**src/bmrtc_pkg.sv**
```systemverilog
// Shared types, constants and small arithmetic helpers for the bank mapper
// with real-time clock. No dependencies; imported by every module of the block but the RAM.
package bmrtc_pkg;

  localparam int RamBytesDef = 32768;
  localparam int QueueDepth  = 4;

  // Input opcodes (in_tuser)
  typedef enum logic [1:0] {
    OP_WRITE = 2'd0,
    OP_READ  = 2'd1,
    OP_TICK  = 2'd2,
    OP_NOP   = 2'd3
  } opcode_t;

  // Address regions, decoded from bus_address[15:13]
  localparam logic [2:0] RegRamEn   = 3'd0;
  localparam logic [2:0] RegRomBank = 3'd1;
  localparam logic [2:0] RegBankSel = 3'd2;
  localparam logic [2:0] RegLatch   = 3'd3;
  localparam logic [2:0] RegExtArea = 3'd5;

  // Classified command kinds handed from front to back
  typedef enum logic [3:0] {
    K_NONE,
    K_SET_RAMEN,
    K_SET_ROMBANK,
    K_SET_BANKSEL,
    K_SET_LATCH,
    K_WR_EXT,
    K_RD_ROM,
    K_RD_EXT,
    K_RD_OPEN,
    K_TICK
  } kind_t;

  typedef struct packed {
    kind_t       kind;
    logic [14:0] addr;      // bus_address[14:0]
    logic [7:0]  data;      // write data; bank select already reduced mod 13
    logic [5:0]  sec_add;   // tick seconds split into sec/min/hour parts
    logic [5:0]  min_add;
    logic [4:0]  hour_add;
    logic        secs_nz;
  } cmd_t;

  localparam int SecsPerMin  = 60;
  localparam int MinPerHour  = 60;
  localparam int HoursPerDay = 24;
  localparam int BankSelMod  = 13;

  // Reciprocal multipliers: q = (x * K) >> S, exact over the stated x range
  localparam int Div60K16 = 69906;  // x < 2^16
  localparam int Div60S16 = 22;
  localparam int Div60K11 = 2185;   // x < 2^11
  localparam int Div60S11 = 17;
  localparam int Mod13K   = 316;    // x < 2^8
  localparam int Mod13S   = 12;

  localparam logic [3:0] RamEnKey    = 4'hA;
  localparam logic [6:0] RomBankMask = 7'h7F;
  localparam logic [7:0] OpenBus     = 8'hFF;
  localparam int         ClkRegs     = 5;
  localparam logic [3:0] RamSelLast  = 4'd3;
  localparam logic [3:0] ClkSelFirst = 4'd8;
  localparam logic [3:0] ClkSelLast  = 4'd12;
  localparam int         HaltBit     = 6;
  localparam int         CarryBit    = 7;

  // Largest quotients seen in the back-end carry chain (9-bit sums)
  localparam int Max60Q = 319 / SecsPerMin;
  localparam int Max24Q = 278 / HoursPerDay;

  typedef struct packed {
    logic [2:0] q;
    logic [5:0] r;
  } dm60_t;

  typedef struct packed {
    logic [3:0] q;
    logic [4:0] r;
  } dm24_t;

  // Narrow divide by 60: parallel threshold compares, x <= 319
  function automatic dm60_t divmod60(input logic [8:0] x);
    dm60_t res;
    res.q = '0;
    for (int k = 1; k <= Max60Q; k++) begin
      if (x >= 9'(k * SecsPerMin)) res.q = 3'(k);
    end
    res.r = 6'(x - 9'(res.q * SecsPerMin));
    return res;
  endfunction

  // Narrow divide by 24: parallel threshold compares, x <= 278
  function automatic dm24_t divmod24(input logic [8:0] x);
    dm24_t res;
    res.q = '0;
    for (int k = 1; k <= Max24Q; k++) begin
      if (x >= 9'(k * HoursPerDay)) res.q = 4'(k);
    end
    res.r = 5'(x - 9'(res.q * HoursPerDay));
    return res;
  endfunction

endpackage

```
**src/bmrtc_front.sv**
```systemverilog
// Front end: accepts input transfers, decodes the address region and splits
// tick seconds into second/minute/hour parts. Depends on bmrtc_pkg.
module bmrtc_front
  import bmrtc_pkg::*;
(
  input  logic        clk,
  input  logic        rst_n,
  input  logic        in_tvalid,
  output logic        in_tready,
  input  logic [39:0] in_tdata,
  input  logic [1:0]  in_tuser,
  output logic        cmd_valid,
  input  logic        cmd_ready,
  output cmd_t        cmd
);

  logic        f1_valid_r, f1_valid_nxt;
  kind_t       f1_kind_r, f1_kind_nxt;
  logic [14:0] f1_addr_r;
  logic [7:0]  f1_data_r;
  logic [15:0] f1_secs_r;
  logic [10:0] f1_q1_r;

  logic [15:0] bus_address;
  logic [7:0]  write_data;
  logic [15:0] elapsed_seconds;
  logic [32:0] q1_prod;
  logic [22:0] q2_prod;
  logic [16:0] m13_prod;
  logic [4:0]  q2;
  logic [4:0]  m13_q;
  logic [3:0]  m13_r;

  assign bus_address     = in_tdata[15:0];
  assign write_data      = in_tdata[23:16];
  assign elapsed_seconds = in_tdata[39:24];

  assign in_tready = !f1_valid_r || cmd_ready;

  // Region decode
  always_comb begin
    f1_kind_nxt = K_NONE;
    case (opcode_t'(in_tuser))
      OP_WRITE: begin
        case (bus_address[15:13])
          RegRamEn:   f1_kind_nxt = K_SET_RAMEN;
          RegRomBank: f1_kind_nxt = K_SET_ROMBANK;
          RegBankSel: f1_kind_nxt = K_SET_BANKSEL;
          RegLatch:   f1_kind_nxt = K_SET_LATCH;
          RegExtArea: f1_kind_nxt = K_WR_EXT;
          default:    f1_kind_nxt = K_NONE;
        endcase
      end
      OP_READ: begin
        if (!bus_address[15])                    f1_kind_nxt = K_RD_ROM;
        else if (bus_address[15:13] == RegExtArea) f1_kind_nxt = K_RD_EXT;
        else                                     f1_kind_nxt = K_RD_OPEN;
      end
      OP_TICK: f1_kind_nxt = K_TICK;
      default: f1_kind_nxt = K_NONE;
    endcase
  end

  // seconds / 60 over the full 16-bit range
  assign q1_prod = 33'(elapsed_seconds) * 33'(Div60K16);

  always_comb begin
    f1_valid_nxt = f1_valid_r;
    if (in_tready) f1_valid_nxt = in_tvalid;
  end

  always_ff @(posedge clk) begin
    if (!rst_n) begin
      f1_valid_r <= 1'b0;
    end else begin
      f1_valid_r <= f1_valid_nxt;
    end
    if (in_tready && in_tvalid) begin
      f1_kind_r <= f1_kind_nxt;
      f1_addr_r <= bus_address[14:0];
      f1_data_r <= write_data;
      f1_secs_r <= elapsed_seconds;
      f1_q1_r   <= q1_prod[Div60S16+10:Div60S16];
    end
  end

  // minutes / 60 (result <= 18, so it is the hour part), and data mod 13
  assign q2_prod  = 23'(f1_q1_r) * 23'(Div60K11);
  assign q2       = q2_prod[Div60S11+4:Div60S11];
  assign m13_prod = 17'(f1_data_r) * 17'(Mod13K);
  assign m13_q    = m13_prod[Mod13S+4:Mod13S];
  assign m13_r    = 4'(f1_data_r - 8'(m13_q * BankSelMod));

  assign cmd_valid = f1_valid_r;

  always_comb begin
    cmd.kind     = f1_kind_r;
    cmd.addr     = f1_addr_r;
    cmd.data     = (f1_kind_r == K_SET_BANKSEL) ? {4'b0, m13_r} : f1_data_r;
    cmd.sec_add  = 6'(f1_secs_r - 16'(f1_q1_r * SecsPerMin));
    cmd.min_add  = 6'(f1_q1_r - 11'(q2 * MinPerHour));
    cmd.hour_add = q2;
    cmd.secs_nz  = (f1_secs_r != '0);
  end

endmodule

```
**config.mk**
```make
export PLATFORM = sky130hd
export DESIGN_NAME = bmrtc_front
export DESIGN_NICKNAME = d
export VERILOG_FILES = /design/src/bmrtc_pkg.sv /design/src/bmrtc_front.sv
export SDC_FILE = /design/constraint.sdc
export NUM_CORES = 1
export LEC_CHECK = 0
export BUFFER_PORTS_ARGS = -buffer_cell sky130_fd_sc_hd__buf_2
export CORE_ASPECT_RATIO = 0.8
export CORE_MARGIN = 2
export CORE_UTILIZATION = 55
export DETAILED_ROUTE_END_ITERATION = 16
export GPL_TIMING_DRIVEN = 0
export PLACE_DENSITY_LB_ADDON = 0.2
export RECOVER_POWER = 25
export SLEW_MARGIN = 0
export SYNTH_ARGS = -nofsm -noshare
export SYNTH_HDL_FRONTEND = slang
export SYNTH_SLANG_ARGS = --single-unit
```
**constraint.sdc**
```tcl
create_clock -name clk -period 7.7 [get_ports clk]
set_input_delay 1.54 -clock clk [delete_from_list [all_inputs] [get_ports clk]]
set_output_delay 1.54 -clock clk [all_outputs]
set_load 0.02 [all_outputs]
```
==> metrics.md <==
| Metric | Value |
|---|---|
| Area growth, synth to finish | `13.98%` |
| Max cap viols | `0` |
| Final period utilization | `96.07%` |
| Max IR drop VDD | `627.8 uV` |
| Met2 routed WL | `6275 um` |
| # fillers | `940` |
| Hold Crit Class | `reg -> reg` |
| Pre-CTS setup slack | `0.3301 ns` |
| H-Tree Depth | `2` |
| R2R setup slack | `6.09 ns` |
| Placed insts | `859` |
| Final Non-Filler Cells | `880` |
| Clock buffer depth | `2` |
| WL per Instance | `14.58 um` |
| Post-Synth XOR/XNOR Area | `5.260%` |
| Synth area leader | `ha_1` |
| Final RePlAce weighted congestion | `0.8425` |
| Synth Area in Adders | `48.39%` |
| GRT Overall Usage | `20.33%` |
| Pleak | `4.029 nW` |
| Clk_lat worst skew | `0.30 ns` |
| Max Clk Rate | `0.1352 GHz` |
| Post-layout net count | `1,007` |
| #FFs+latches synth | `55` |
| Die ar. | `0.01301 mm^2` |
| Root Driver | `clkbuf_16` |
| Max-slew violation count | `0` |
| CTS Sinks | `55` |
| Fin. Hold Viols | `0` |
| Synth cell types | `43` |
| Worst Skew | `0.01017 ns` |
| IO Pins | `93` |
| Compound-cell area share of the yosys netlist | `8.116%` |
| Mux cell area share after synthesis | `0.4697%` |
| Headroom to the max-slew limit | `23.87%` |
| Min Clock Period, post-route | `7.397 ns` |
| Num rows | `35` |
| Worst Path Max Fanout | `4` |
| Die span in y | `102.4 um` |
| Die W | `127.0 um` |
| Mapped cell area | `0.006660 mm^2` |
| CP Launch Point | `f1_data_r[4]` |
| Initial antenna violation count | `0` |
| Crit Path Category | `reg -> out` |
| Worst-path clk slew | `0.08 ns` |
| HPWL Detailed | `11,180 um` |
| Remaining routing DRC violations | `0` |
| Pin count of the biggest net entering global routing | `29` |
| Top sig layer | `met4` |
| First DRT Iteration DRCs | `129` |
| Register area share after synthesis | `24.65%` |
| Met1 wire length | `5946 um` |
| Area occupied by multi-input gates | `0.004507 mm^2` |
| Total grt overflow | `0` |
| CP endpoint | `cmd[21]` |
| CP arrival | `5.86 ns` |
| Min setup slack post-route | `0.3028 ns` |
| Worst r2r src | `cmd_valid` |
| Syn_area_per_cell | `10.78 um^2` |
| Crit path capture type | `output port` |
| Warnings, synthesis | `0` |
| RR Endpoint | `f1_secs_r[12]` |
| Number of global-route vias before repair | `4,577` |
| DR vias | `4,605` |
| Storage cell area | `0.001642 mm^2` |
| Top cells by area, synth | `ha_1 (35%), edfxtp_1 (24%), fa_1 (14%), inv_1 (7.4%), xnor2_1 (3.9%)` |
| Cells on worst reg2reg path | `3` |
| Dpl cell area | `0.007335 mm^2` |
| Core area | `0.01165 mm^2` |
| Worst hold start | `cmd_valid` |
| Worst-margin pin slew | `1.133 ns` |
| # setup viols final | `0` |
| Critical path required time | `6.16 ns` |
| Final WL | `12,830 um` |
| Starting Density | `57.18%` |
| Share of the synthesized area in the top cell type | `34.57%` |
| Largest family of logic cells by synthesized area | `adder cells` |
| First-pass GRT wire length | `20,870 um` |
| Mapped Cells | `618` |
| Pre-Repair DR Iteration Count | `6` |
| Setup TNS | `0 ns` |
| Pwr dens | `411.2 mW/mm^2` |
| Hold_buf cts | `0` |
| Cts bufs inserted | `5` |
| Final instance area | `0.007591 mm^2` |
| Simple-gate portion of the synthesized area | `5.054%` |
| # diodes | `0` |
| PortBufs | `92` |
| Status | `finished, final reports clean` |
| Syn_nets | `894` |
| Final core occ | `65.17%` |
| CTS tree | `built` |
| Met3 Wirelength | `458 um` |
| Fraction of layout cells with a size suffix above 1 | `16.53%` |
| Via/cell ratio | `5.233` |
| CP Launch Type | `flop` |
| Antenna viol nets, final | `0` |
-- worst min path at each step --
stage                     end  cells past startpoint  slack [ns]
floorplan           cmd_valid                      2        0.75
global placement    cmd_valid                      2        0.50
detailed placement  cmd_valid                      2        0.53
CTS                 cmd_valid                      2        0.54
global route        cmd_valid                      2        0.60
finish              cmd_valid                      2        0.53
-- final cells by class --
class	instances	area share, %
Tap cell	148	2.439
Clock buffer	5	1.648
Timing Repair Buffer	106	7.450
Sequential cell	55	21.63
Multi-Input combinational cell	424	59.37
Buffer	8	0.5934
Clock inverter	3	0.3626
Inverter	131	6.511
-- state kept, by name, summed over array words and instances (netlist names) --
name	cells
f1_addr_r	15
cmd_valid	1
f1_q1_r	11
f1_kind_r	4
f1_secs_r	16
f1_data_r	8
-- through the flow --
stage | hold WS, ns | total power [mW]
floorplan | 0.7496 | 2.286
global placement | 0.5048 | 2.771
detailed placement | 0.5251 | 2.865
CTS | 0.5381 | 3.114
global route | 0.6021 | 3.486
finish | 0.5340 | 3.122
-- cell usage after synthesis --
library cell and count:
a2111o_1 1, a2111oi_4 1, a211oi_1 7, a21boi_0 1
a21o_1 10, a21oi_1 23, a31o_2 1, a31oi_1 5
and2_1 1, buf_1 2, buf_4 4, clkbuf_1 2
dfxtp_1 1, edfxtp_1 54, fa_1 46, ha_1 184
inv_1 131, mux2_2 1, mux2i_1 2, nand2_1 21
nand2b_1 3, nand3_1 10, nand4_1 7, nor2_1 22
nor2b_1 1, nor2b_4 1, nor3_1 1, nor4_1 4
o2111ai_1 1, o211a_1 1, o211ai_1 1, o211ai_2 2
o21a_1 1, o21ai_0 14, o21ai_1 1, o21ai_2 1
o21bai_1 4, o21bai_2 1, o221ai_2 1, o22ai_1 2
or3_1 1, xnor2_1 30, xor2_1 10
-- timing repair --
item / CTS / global route
resized for setup: 0 / 13
pin swaps: 0 / 12
setup endpoints to repair: 1 / 1
buffers inserted: 1 / 12
-- power by group --
| group | internal (mW) | switching (mW) |
|---|---|---|
| sequential | 0.375 | 0.0382 |
| clock | 0.124 | 0.105 |
| combinational | 1.09 | 1.39 |
| total | 1.59 | 1.53 |
-- logic make-up (layout without fill, tap and decap cells) --
logic type	after synthesis	after routing
buf+inv	139	253
flops	55	55
compound gates	79	79
simple gates	72	72
fa+ha+maj	230	230
xor+xnor	40	40
mux	3	3
-- critical path, stage by stage (launching register included) --
cell and delay (ns):
edfxtp_1 0.41, inv_2 0.09, fa_1 0.54, inv_1 0.04, ha_1 0.26, inv_1 0.08, fa_1 0.42, fa_1 0.49
inv_1 0.05, ha_1 0.29, o21a_1 0.13, a211oi_2 0.20, nor2_2 0.07, nor2_2 0.17, xnor2_2 0.17, ha_2 0.21
inv_1 0.05, fa_1 0.59, ha_1 0.24, a21o_1 0.16, a21oi_2 0.14, xnor2_1 0.14, xnor2_1 0.15, xnor2_1 0.15
mux2i_1 0.11, buf_4 0.22
-- routing by layer --
metal  vias to the layer above  global-route usage [%]
met5                         -                       0
met1                      2162                   27.24
met4                         0                   4.311
met3                        18                   2.565
met2                        91                   35.90
li1                       2334                       -
-- cells in the final DEF, fill, tap and decap left out, types with 2 or more instances in the layout --
cell       count
nand3_1       10
nor2_1        20
clkbuf_16      5
fa_1          46
mux2i_1        2
a21oi_1       22
buf_2         73
nor2_2         2
o211ai_2       2
a211oi_1       6
buf_4         18
inv_2          4
nand2b_1       3
buf_1          2
nand4_1        7
xor2_1        10
o21bai_1       4
o22ai_1        2
clkbuf_1      20
a31oi_1        5
a21o_1        10
nand2_1       21
ha_1         183
nor4_1         4
inv_1        126
edfxtp_1      54
o21ai_0       14
xnor2_1       29
No activity file was read; power rests on OpenSTA's default activity.
