<file path="src/bmrtc_pkg.sv">
// Shared types, constants and small arithmetic helpers for the bank mapper
// with real-time clock. No dependencies; imported by every module of the block but the RAM.
package bmrtc_pkg;

  localparam int RamBytesDef = 32768;
  localparam int QueueDepth  = 4;

  // Input opcodes (in_tuser)
  typedef enum logic [1:0] {
    OP_WRITE = 2'd0,
    OP_READ  = 2'd1,
    OP_TICK  = 2'd2,
    OP_NOP   = 2'd3
  } opcode_t;

  // Address regions, decoded from bus_address[15:13]
  localparam logic [2:0] RegRamEn   = 3'd0;
  localparam logic [2:0] RegRomBank = 3'd1;
  localparam logic [2:0] RegBankSel = 3'd2;
  localparam logic [2:0] RegLatch   = 3'd3;
  localparam logic [2:0] RegExtArea = 3'd5;

  // Classified command kinds handed from front to back
  typedef enum logic [3:0] {
    K_NONE,
    K_SET_RAMEN,
    K_SET_ROMBANK,
    K_SET_BANKSEL,
    K_SET_LATCH,
    K_WR_EXT,
    K_RD_ROM,
    K_RD_EXT,
    K_RD_OPEN,
    K_TICK
  } kind_t;

  typedef struct packed {
    kind_t       kind;
    logic [14:0] addr;      // bus_address[14:0]
    logic [7:0]  data;      // write data; bank select already reduced mod 13
    logic [5:0]  sec_add;   // tick seconds split into sec/min/hour parts
    logic [5:0]  min_add;
    logic [4:0]  hour_add;
    logic        secs_nz;
  } cmd_t;

  localparam int SecsPerMin  = 60;
  localparam int MinPerHour  = 60;
  localparam int HoursPerDay = 24;
  localparam int BankSelMod  = 13;

  // Reciprocal multipliers: q = (x * K) >> S, exact over the stated x range
  localparam int Div60K16 = 69906;  // x < 2^16
  localparam int Div60S16 = 22;
  localparam int Div60K11 = 2185;   // x < 2^11
  localparam int Div60S11 = 17;
  localparam int Mod13K   = 316;    // x < 2^8
  localparam int Mod13S   = 12;

  localparam logic [3:0] RamEnKey    = 4'hA;
  localparam logic [6:0] RomBankMask = 7'h7F;
  localparam logic [7:0] OpenBus     = 8'hFF;
  localparam int         ClkRegs     = 5;
  localparam logic [3:0] RamSelLast  = 4'd3;
  localparam logic [3:0] ClkSelFirst = 4'd8;
  localparam logic [3:0] ClkSelLast  = 4'd12;
  localparam int         HaltBit     = 6;
  localparam int         CarryBit    = 7;

  // Largest quotients seen in the back-end carry chain (9-bit sums)
  localparam int Max60Q = 319 / SecsPerMin;
  localparam int Max24Q = 278 / HoursPerDay;

  typedef struct packed {
    logic [2:0] q;
    logic [5:0] r;
  } dm60_t;

  typedef struct packed {
    logic [3:0] q;
    logic [4:0] r;
  } dm24_t;

  // Narrow divide by 60: parallel threshold compares, x <= 319
  function automatic dm60_t divmod60(input logic [8:0] x);
    dm60_t res;
    res.q = '0;
    for (int k = 1; k <= Max60Q; k++) begin
      if (x >= 9'(k * SecsPerMin)) res.q = 3'(k);
    end
    res.r = 6'(x - 9'(res.q * SecsPerMin));
    return res;
  endfunction

  // Narrow divide by 24: parallel threshold compares, x <= 278
  function automatic dm24_t divmod24(input logic [8:0] x);
    dm24_t res;
    res.q = '0;
    for (int k = 1; k <= Max24Q; k++) begin
      if (x >= 9'(k * HoursPerDay)) res.q = 4'(k);
    end
    res.r = 5'(x - 9'(res.q * HoursPerDay));
    return res;
  endfunction

endpackage

</file>
<file path="src/bmrtc_queue.sv">
// Short command queue between front and back ends.
// Depends on bmrtc_pkg (cmd_t, QueueDepth).
module bmrtc_queue
  import bmrtc_pkg::*;
(
  input  logic clk,
  input  logic rst_n,
  input  logic push_valid,
  output logic push_ready,
  input  cmd_t push_cmd,
  output logic pop_valid,
  input  logic pop_ready,
  output cmd_t pop_cmd
);

  localparam int QAw = $clog2(QueueDepth);

  cmd_t           mem_r [QueueDepth];
  logic [QAw-1:0] wr_ptr_r, wr_ptr_nxt;
  logic [QAw-1:0] rd_ptr_r, rd_ptr_nxt;
  logic [QAw:0]   count_r, count_nxt;
  logic           push, pop;

  assign push_ready = (count_r != (QAw+1)'(QueueDepth));
  assign pop_valid  = (count_r != '0);
  assign push       = push_valid && push_ready;
  assign pop        = pop_valid && pop_ready;
  assign pop_cmd    = mem_r[rd_ptr_r];

  always_comb begin
    wr_ptr_nxt = push ? wr_ptr_r + 1'b1 : wr_ptr_r;
    rd_ptr_nxt = pop ? rd_ptr_r + 1'b1 : rd_ptr_r;
    count_nxt  = count_r + (QAw+1)'(push) - (QAw+1)'(pop);
  end

  always_ff @(posedge clk) begin
    if (!rst_n) begin
      wr_ptr_r <= '0;
      rd_ptr_r <= '0;
      count_r  <= '0;
    end else begin
      wr_ptr_r <= wr_ptr_nxt;
      rd_ptr_r <= rd_ptr_nxt;
      count_r  <= count_nxt;
    end
    if (push) mem_r[wr_ptr_r] <= push_cmd;
  end

endmodule

</file>
<file path="config.mk">
export PLATFORM = sky130hd
export DESIGN_NAME = bmrtc_queue
export DESIGN_NICKNAME = d
export VERILOG_FILES = /design/src/bmrtc_pkg.sv /design/src/bmrtc_queue.sv
export SDC_FILE = /design/constraint.sdc
export NUM_CORES = 1
export LEC_CHECK = 0
export BUFFER_PORTS_ARGS = -buffer_cell sky130_fd_sc_hd__buf_2
export CAP_MARGIN = 10
export CORE_UTILIZATION = 40
export DETAILED_ROUTE_END_ITERATION = 8
export PLACE_DENSITY = 0.64
export SYNTH_ARGS = -nofsm -noshare
export SYNTH_HDL_FRONTEND = slang
export SYNTH_SLANG_ARGS = --single-unit
</file>
<file path="constraint.sdc">
create_clock -name clk -period 3.2 [get_ports clk]
set_clock_uncertainty 0.2 [all_clocks]
set_input_delay 0.16 -clock clk [delete_from_list [all_inputs] [get_ports clk]]
set_output_delay 0.16 -clock clk [all_outputs]
set_load 0.05 [all_outputs]
</file>
==> impl_metrics.py, run 1 <==
metrics = {
    "cts": {
        "cts_buffer_depth": 2,
        "clkTransAtPathRegs_ns": 0.06,
        "cts_resized": 0,
        "clock_sinks": 189,
        "cts_tree": "yes",
        "cts_buffers": 17,
        "cts_root_buffer": "clkbuf_16",
        "htree_levels": 4,
        "clkLatencyLatePin_ns": 0.42,
    },
    "sta": {
        "max_freq_mhz": 379,
        "slew_headroom_pct": 64.7,
        "worst_pin_slew_ns": 0.530,
        "setup_tns_ns": 0,
        "rsz0062_at_grt": "no",
        "fin_crit_sh_pct": 82.4,
        "finalSetupViolCount": 0,
        "worst_slack_ns": 0.563,
        "period_needed_ns": 2.64,
        "hold_violations": 0,
        "drv_slew": 0,
    },
    "pwr": {
        "p_total_mw": 7.36,
        "p_leak_nw": 3.00,
        "ir_drop_mv": 0.584,
        "powerDensity_mw_per_mm2": 835,
    },
    "critical_path": {
        "reg2reg_slack_ns": 0.56,
        "crit_path_max_incr_delay_ns": 0.46,
        "cp.arrival_ns": 2.75,
        "critPathMostFrequentCell": "inv_1",
        "path_class": "reg -> reg",
        "required_ns": 3.32,
        "setup.worst_path.start_class": "register",
        "path_cells": "nor2_1, a21boi_2, inv_1, ha_1, inv_1, ha_1, inv_1, fa_1, xnor2_1, xnor2_1, and2_1",
        "crit_fanout": 7,
        "cp-end-kind": "register",
        "crit_slowest_cell": "dfxtp_1",
    },
    "finish": {
        "num-nets-final": 498,
        "nFillCells": 1379,
        "area_delta_synth_final_pct": 25.5,
        "drive_gt1_share_pct": 39.0,
        "diodes": 0,
        "post-route-cell-area_mm2": 0.00882,
    },
    "place": {
        "numPortBuffers": 95,
        "gp_routability_congestion": 0.701,
        "dpl_cell_area_mm2": 0.00778,
        "pre_cts_ws_ns": 0.561,
        "dp_hpwl_mm": 7.30,
    },
    "worst_hold_path": {
        "min_path_type": "in -> reg",
    },
    "drt": {
        "drtAntennaViolNets": 0,
        "routed_wl_mm": 12.3,
        "route.vias.total": 3292,
        "first_iter_violations": 220,
        "via_per_inst": 4.85,
        "drc": 0,
        "wire_per_inst_um": 18.1,
        "dr.pass1.iters": 4,
    },
    "die": {
        "fp.dieArea_mm2": 0.0181,
        "initial_core_util_pct": 40.8,
        "core_mm2": 0.0172,
        "die_w_um": 135,
        "top_level_ports": 96,
        "dieHeight_um": 135,
        "num_rows": 48,
    },
    "synth": {
        "ys_types": 22,
        "synth_nets": 339,
        "synth_top_cell_by_area": "edfxtp_1",
        "synth_cells": 283,
        "ys_seq_area_share_pct": 79.5,
        "synthDominantCellAreaShare_pct": 76.9,
        "synth-seq-cells": 189,
        "yosys_warnings": 0,
        "syn_area_mm2": 0.00703,
        "synth.area.top_cells": "edfxtp_1 77%, mux4_2 13%, dfxtp_1 2.6%",
        "syn_area_per_cell_um2": 24.8,
    },
    "global_route": {
        "gr-usage-all-layers_pct": 14.7,
        "grt_pass1_wl_mm": 19.0,
        "gr-total-overflow": 0,
        "grt_pass1_vias": 3548,
        "antenna_found_initial": 0,
        "grt_max_degree": 40,
    },
    "flow_run": {
        "drv_cap": 0,
    },
    "outcome": {
        "status": "finished, final reports clean",
    },
}
## state kept, by name, indices dropped and copies added (netlist names), named ones only
name	cells
mem_r	180
count_r	3
rd_ptr_r	2
wr_ptr_r	2
## stage by stage
step           cells  util (%)  hold WS [ns]
6_report         679      51.2         0.285
5_1_grt          679      51.2         0.276
4_1_cts          679      51.2         0.266
3_5_place_dp     600      45.2         0.179
3_3_place_gp     600      45.2         0.170
2_1_floorplan    283         -        0.0589
## layer usage
layer | vias to the layer above | GRT usage, % | part of all wire (%)
met2 | 75 | 24.1 | 50
met3 | 14 | 4.77 | 4.6
li1 | 1501 | - | -
met5 | - | 0 | 0
met1 | 1702 | 18.3 | 44
met4 | 0 | 5.68 | 1.2
## kinds of logic (layout without fill, tap and decap cells)
group,Yosys count,count (layout),share of synthesized area [%]
flops,189,189,79.5
mux,47,47,15.0
simple gates,17,17,1.30
buf+inv,16,187,1.98
fa+ha+maj,7,7,1.35
xor+xnor,4,4,0.499
compound gates,3,3,0.410
## placed cells by master, fill, tap and decap left out, drive strengths merged, types with 2 or more instances in the layout
master	instances
mux4	45
buf	103
and2	7
inv	5
edfxtp	180
xnor2	4
ha	6
clkinvlp	5
nand2	5
mux2i	2
clkbuf	19
dfxtp	9
clkinv	5
bufinv	2
nor2b	3
dlygate4sd3	48
## power by group
| part | internal, mW | total [mW] | switching, mW |
|---|---|---|---|
| sequential | 3.00 | 3.14 | 0.142 |
| clock | 1.14 | 1.98 | 0.844 |
| combinational | 0.742 | 2.24 | 1.50 |
## worst paths after layout
| kind | end | cells past startpoint | start |
|---|---|---|---|
| min reg2reg | wr_ptr_r[0] | 2 | wr_ptr_r[0] |
| max reg2reg | count_r[2] | 11 | count_r[1] |
| min | mem_r[0][19] | 2 | push_cmd[19] |
| max | count_r[2] | 11 | count_r[1] |
## synthesized netlist by cell type
| library cell | n |
|---|---|
| a21boi_2 | 1 |
| and2_1 | 7 |
| buf_12 | 4 |
| buf_2 | 4 |
| buf_6 | 1 |
| clkbuf_1 | 1 |
| clkbuf_2 | 1 |
| dfxtp_1 | 9 |
| edfxtp_1 | 180 |
| fa_1 | 1 |
| ha_1 | 6 |
| inv_1 | 5 |
| mux2i_1 | 2 |
| mux4_1 | 5 |
| mux4_2 | 40 |
| nand2_1 | 5 |
| nor2_1 | 1 |
| nor2b_1 | 3 |
| o311ai_1 | 1 |
| o31a_1 | 1 |
| or3_1 | 1 |
| xnor2_1 | 4 |
## what timing repair did
action,CTS,global route
endpoints found under the setup margin,0,0
endpoints found under the hold margin,189,0
hold buffers,48,0
setup buffers,0,0
## worst max-delay path, delay by kind of cell, from the launching register on
family                     cells  cell delay, ns
and+or+nand+nor                2            0.29
xor gates and xnor gates       2            0.29
DFF                            1            0.46
AOI/OAI and AO/OA              1            0.31
adders and majority gates      3            0.79
buffers and inverters          3            0.19
## final cells by class
type                       count  area (µm²)  area share [%]
sequential                   189        5590            63.4
multi-input combinational     78        1310            14.8
timing repair buffer         151        1070            12.1
clock buffer                  19         433            4.91
tap                          225         282            3.19
clock inverter                12         124            1.40
inverter                       5        18.8           0.213
No activity file was read; power rests on OpenSTA's default activity.
==> inputs of run 2 (changes only) <==
ABC_AREA = 1   (was not set)
PLACE_DENSITY = 0.66   (was 0.64)
clock period = 2.3 ns   (was 3.2 ns; I/O delays follow)
==> run 2 against run 1 <==
Net effect: combinational power is 54% higher; final cell count increased by 31%; sequential power rose by 38%; routed wire length increased by 21%; via count rose by 36%; core utilization rose by 0.31 points; non-clock buffer count is 7 higher; synthesized area up 3.7%; register-to-register slack worse by 0.38 ns; synthesized cell count rose by 77%; power grew 45%; die area rose by 3.7%.
==> impl_metrics.py, run 2 <==
metrics = {
    "finish": {
        "diodes": 0,
        "largest_reg_flops": 180,
        "drive_gt1_share_pct": 22.5,
        "post-route-cell-area_mm2": 0.00903,
        "final_common_cell": "edfxtp_1",
        "top_register": "mem_r",
        "area_delta_synth_final_pct": 23.9,
        "num-nets-final": 705,
        "layout_common_cells": "180 x edfxtp_1, 97 x nor2_1, 93 x buf_2",
        "reg_top3": "mem_r: 180 flops, count_r: 3 flops",
        "final_util_pct": 51.5,
        "nFillCells": 1498,
    },
    "sta": {
        "finalSetupViolCount": 0,
        "worst_slack_ns": 0.103,
        "drv_slew": 0,
        "worst_pin_slew_ns": 0.435,
        "max_freq_mhz": 455,
        "period_needed_ns": 2.20,
        "fin_crit_sh_pct": 95.5,
        "setup_tns_ns": 0,
        "slew_headroom_pct": 71.0,
        "rsz0062_at_grt": "no",
        "hold_violations": 0,
    },
    "die": {
        "top_level_ports": 96,
        "num_rows": 48,
        "fp.dieArea_mm2": 0.0188,
        "die_w_um": 137,
        "dieHeight_um": 137,
        "initial_core_util_pct": 41.6,
        "core_mm2": 0.0175,
    },
    "drt": {
        "route.vias.total": 4461,
        "drc": 0,
        "first_iter_violations": 283,
        "dr.pass1.iters": 4,
        "routed_wl_mm": 14.9,
        "drtAntennaViolNets": 0,
        "via_per_inst": 5.03,
        "wire_per_inst_um": 16.8,
    },
    "pwr": {
        "p_comb_share_pct": 32.3,
        "p_seq_share_pct": 40.6,
        "p_total_mw": 10.7,
        "switchingPower_mw": 3.92,
        "pwr-share-clk_pct": 27.0,
        "swShare_pct": 36.8,
        "p_leak_nw": 3.21,
        "power.internal_mw": 6.73,
        "ir_drop_mv": 0.881,
        "powerDensity_mw_per_mm2": 1180,
    },
    "global_route": {
        "gr-total-overflow": 0,
        "grt_pass1_vias": 4475,
        "grt_max_degree": 91,
        "grt_pass1_wl_mm": 23.2,
        "antenna_found_initial": 0,
        "gr-usage-all-layers_pct": 16.8,
    },
    "cts": {
        "cts_root_buffer": "clkbuf_16",
        "clock_sinks": 189,
        "htree_levels": 4,
        "clkLatencyLatePin_ns": 0.43,
        "cts_buffers": 17,
        "clkTransAtPathRegs_ns": 0.07,
        "cts_tree": "yes",
        "cts_buffer_depth": 2,
    },
    "synth": {
        "synthFlopType": "edfxtp_1",
        "syn_area_per_cell_um2": 14.6,
        "synth_top_cell_by_area": "edfxtp_1",
        "yosysMostFrequentCell": "edfxtp_1",
        "synth-edff-count": 180,
        "synth_cells": 500,
        "syn_area_mm2": 0.00729,
        "synthArstFlopShare_pct": 0,
        "yosys-top-cells-count": "180 x edfxtp_1, 101 x nor2_1, 60 x o21ai_1",
        "synth.area.top_cells": "edfxtp_1 74%, nor2_1 5.2%, o21ai_1 4.1%",
        "synth-seq-cells": 189,
        "yosys_warnings": 0,
        "synthDominantCellAreaShare_pct": 74.2,
        "ys_seq_area_share_pct": 76.6,
        "synth_nets": 556,
        "ys_types": 22,
    },
    "critical_path": {
        "reg2reg_to": "count_r[2]",
        "cp.arrival_ns": 1.88,
        "crit_fanout": 37,
        "path_class": "reg -> out",
        "reg2reg_slack_ns": 0.18,
        "reg2regPathDepth": 10,
        "required_ns": 1.99,
        "cp-end-kind": "output pin",
        "setup.worst_path.start_class": "register",
        "r2r_start": "count_r[1]",
    },
    "place": {
        "numPortBuffers": 95,
        "dp_hpwl_mm": 8.70,
        "gp_routability_congestion": 0.752,
        "dpl_cell_area_mm2": 0.00794,
        "pre_cts_ws_ns": 0.125,
    },
    "flow_run": {
        "drv_cap": 0,
    },
    "worst_hold_path": {
        "min_from": "push_cmd[38]",
        "hold_end": "mem_r[3][38]",
        "whs_path_depth": 2,
        "min_path_type": "in -> reg",
    },
    "outcome": {
        "status": "finished, final reports clean",
    },
}
## run 2: cell types whose count changed after synthesis, sizes merged, moves of 10 or more
cell,change
o21ai,+91
nor2,+101
inv,+10
buf,+19
o22ai,+45
mux4,-45
## run 2: cells by family (layout without fill, tap and decap cells)
kind of cell    Yosys count  after routing  share of synthesized area [%]
fa+ha+maj                 7              7                           1.30
flops                   189            189                           76.6
simple gates            118            118                           6.23
compound gates          142            142                           10.6
buf+inv                  44            206                           5.25
## run 2: worst max-delay path by stage
stage          startpoint           to  slack (ns)  cells after the start
2_1_floorplan  count_r[1]  mem_r[0][0]       -0.47                      4
3_3_place_gp   count_r[1]   count_r[2]        0.24                     10
3_5_place_dp   count_r[1]   count_r[2]        0.12                     10
4_1_cts          register   pop_cmd[2]        0.03                      4
5_1_grt          register  pop_cmd[41]        0.02                      4
6_report         register   pop_cmd[1]        0.10                      4
## run 2: critical path, stage by stage, from the launching register on
cell and delay [ns]:
dfxtp_4 0.48, buf_12 0.23, o21ai_0 0.11, o22ai_1 0.28, buf_2 0.32
## run 2: layout make-up
cell class | count | area [µm²] | share of cell area [%]
Clock buffer | 20 | 437 | 4.84
Clock inverter | 12 | 146 | 1.62
Tap cell | 225 | 282 | 3.12
Inverter | 16 | 77.6 | 0.859
Multi-Input combinational cell | 267 | 1350 | 15.0
Sequential cell | 189 | 5590 | 61.9
Timing Repair Buffer | 158 | 1140 | 12.7
## run 2: what timing repair did
item                       in CTS  in global routing
gates resized for setup         2                  6
setup endpoints to repair       5                  7
hold buffers                   48                  0
hold endpoints to repair      189                  0
setup buffers                   0                  1
## run 2: routing by layer
| metal | up-vias | share of wire [%] | track usage, % |
|---|---|---|---|
| met5 | - | 0 | 0 |
| met4 | 0 | 0.82 | 4.88 |
| met3 | 10 | 5.8 | 4.89 |
| met2 | 111 | 49 | 27.9 |
| met1 | 2186 | 44 | 21.3 |
| li1 | 2154 | - | - |
## run 2: metrics by stage
step | std cells | hold WS (ns)
floorplan | 500 | 0.0126
global placement | 806 | 0.126
detailed placement | 806 | 0.132
CTS | 886 | 0.226
global route | 887 | 0.247
finish | 887 | 0.237
## run 2: power by group through the flow
stage          Sequential (mW)  Combinational (mW)  Clock, mW
4_1_cts                   4.34                3.46       2.92
6_report                  4.33                3.44       2.88
2_1_floorplan             4.36                2.71          0
3_3_place_gp              4.40                3.33          0
3_5_place_dp              4.42                3.38          0
5_1_grt                   4.36                3.70       3.06
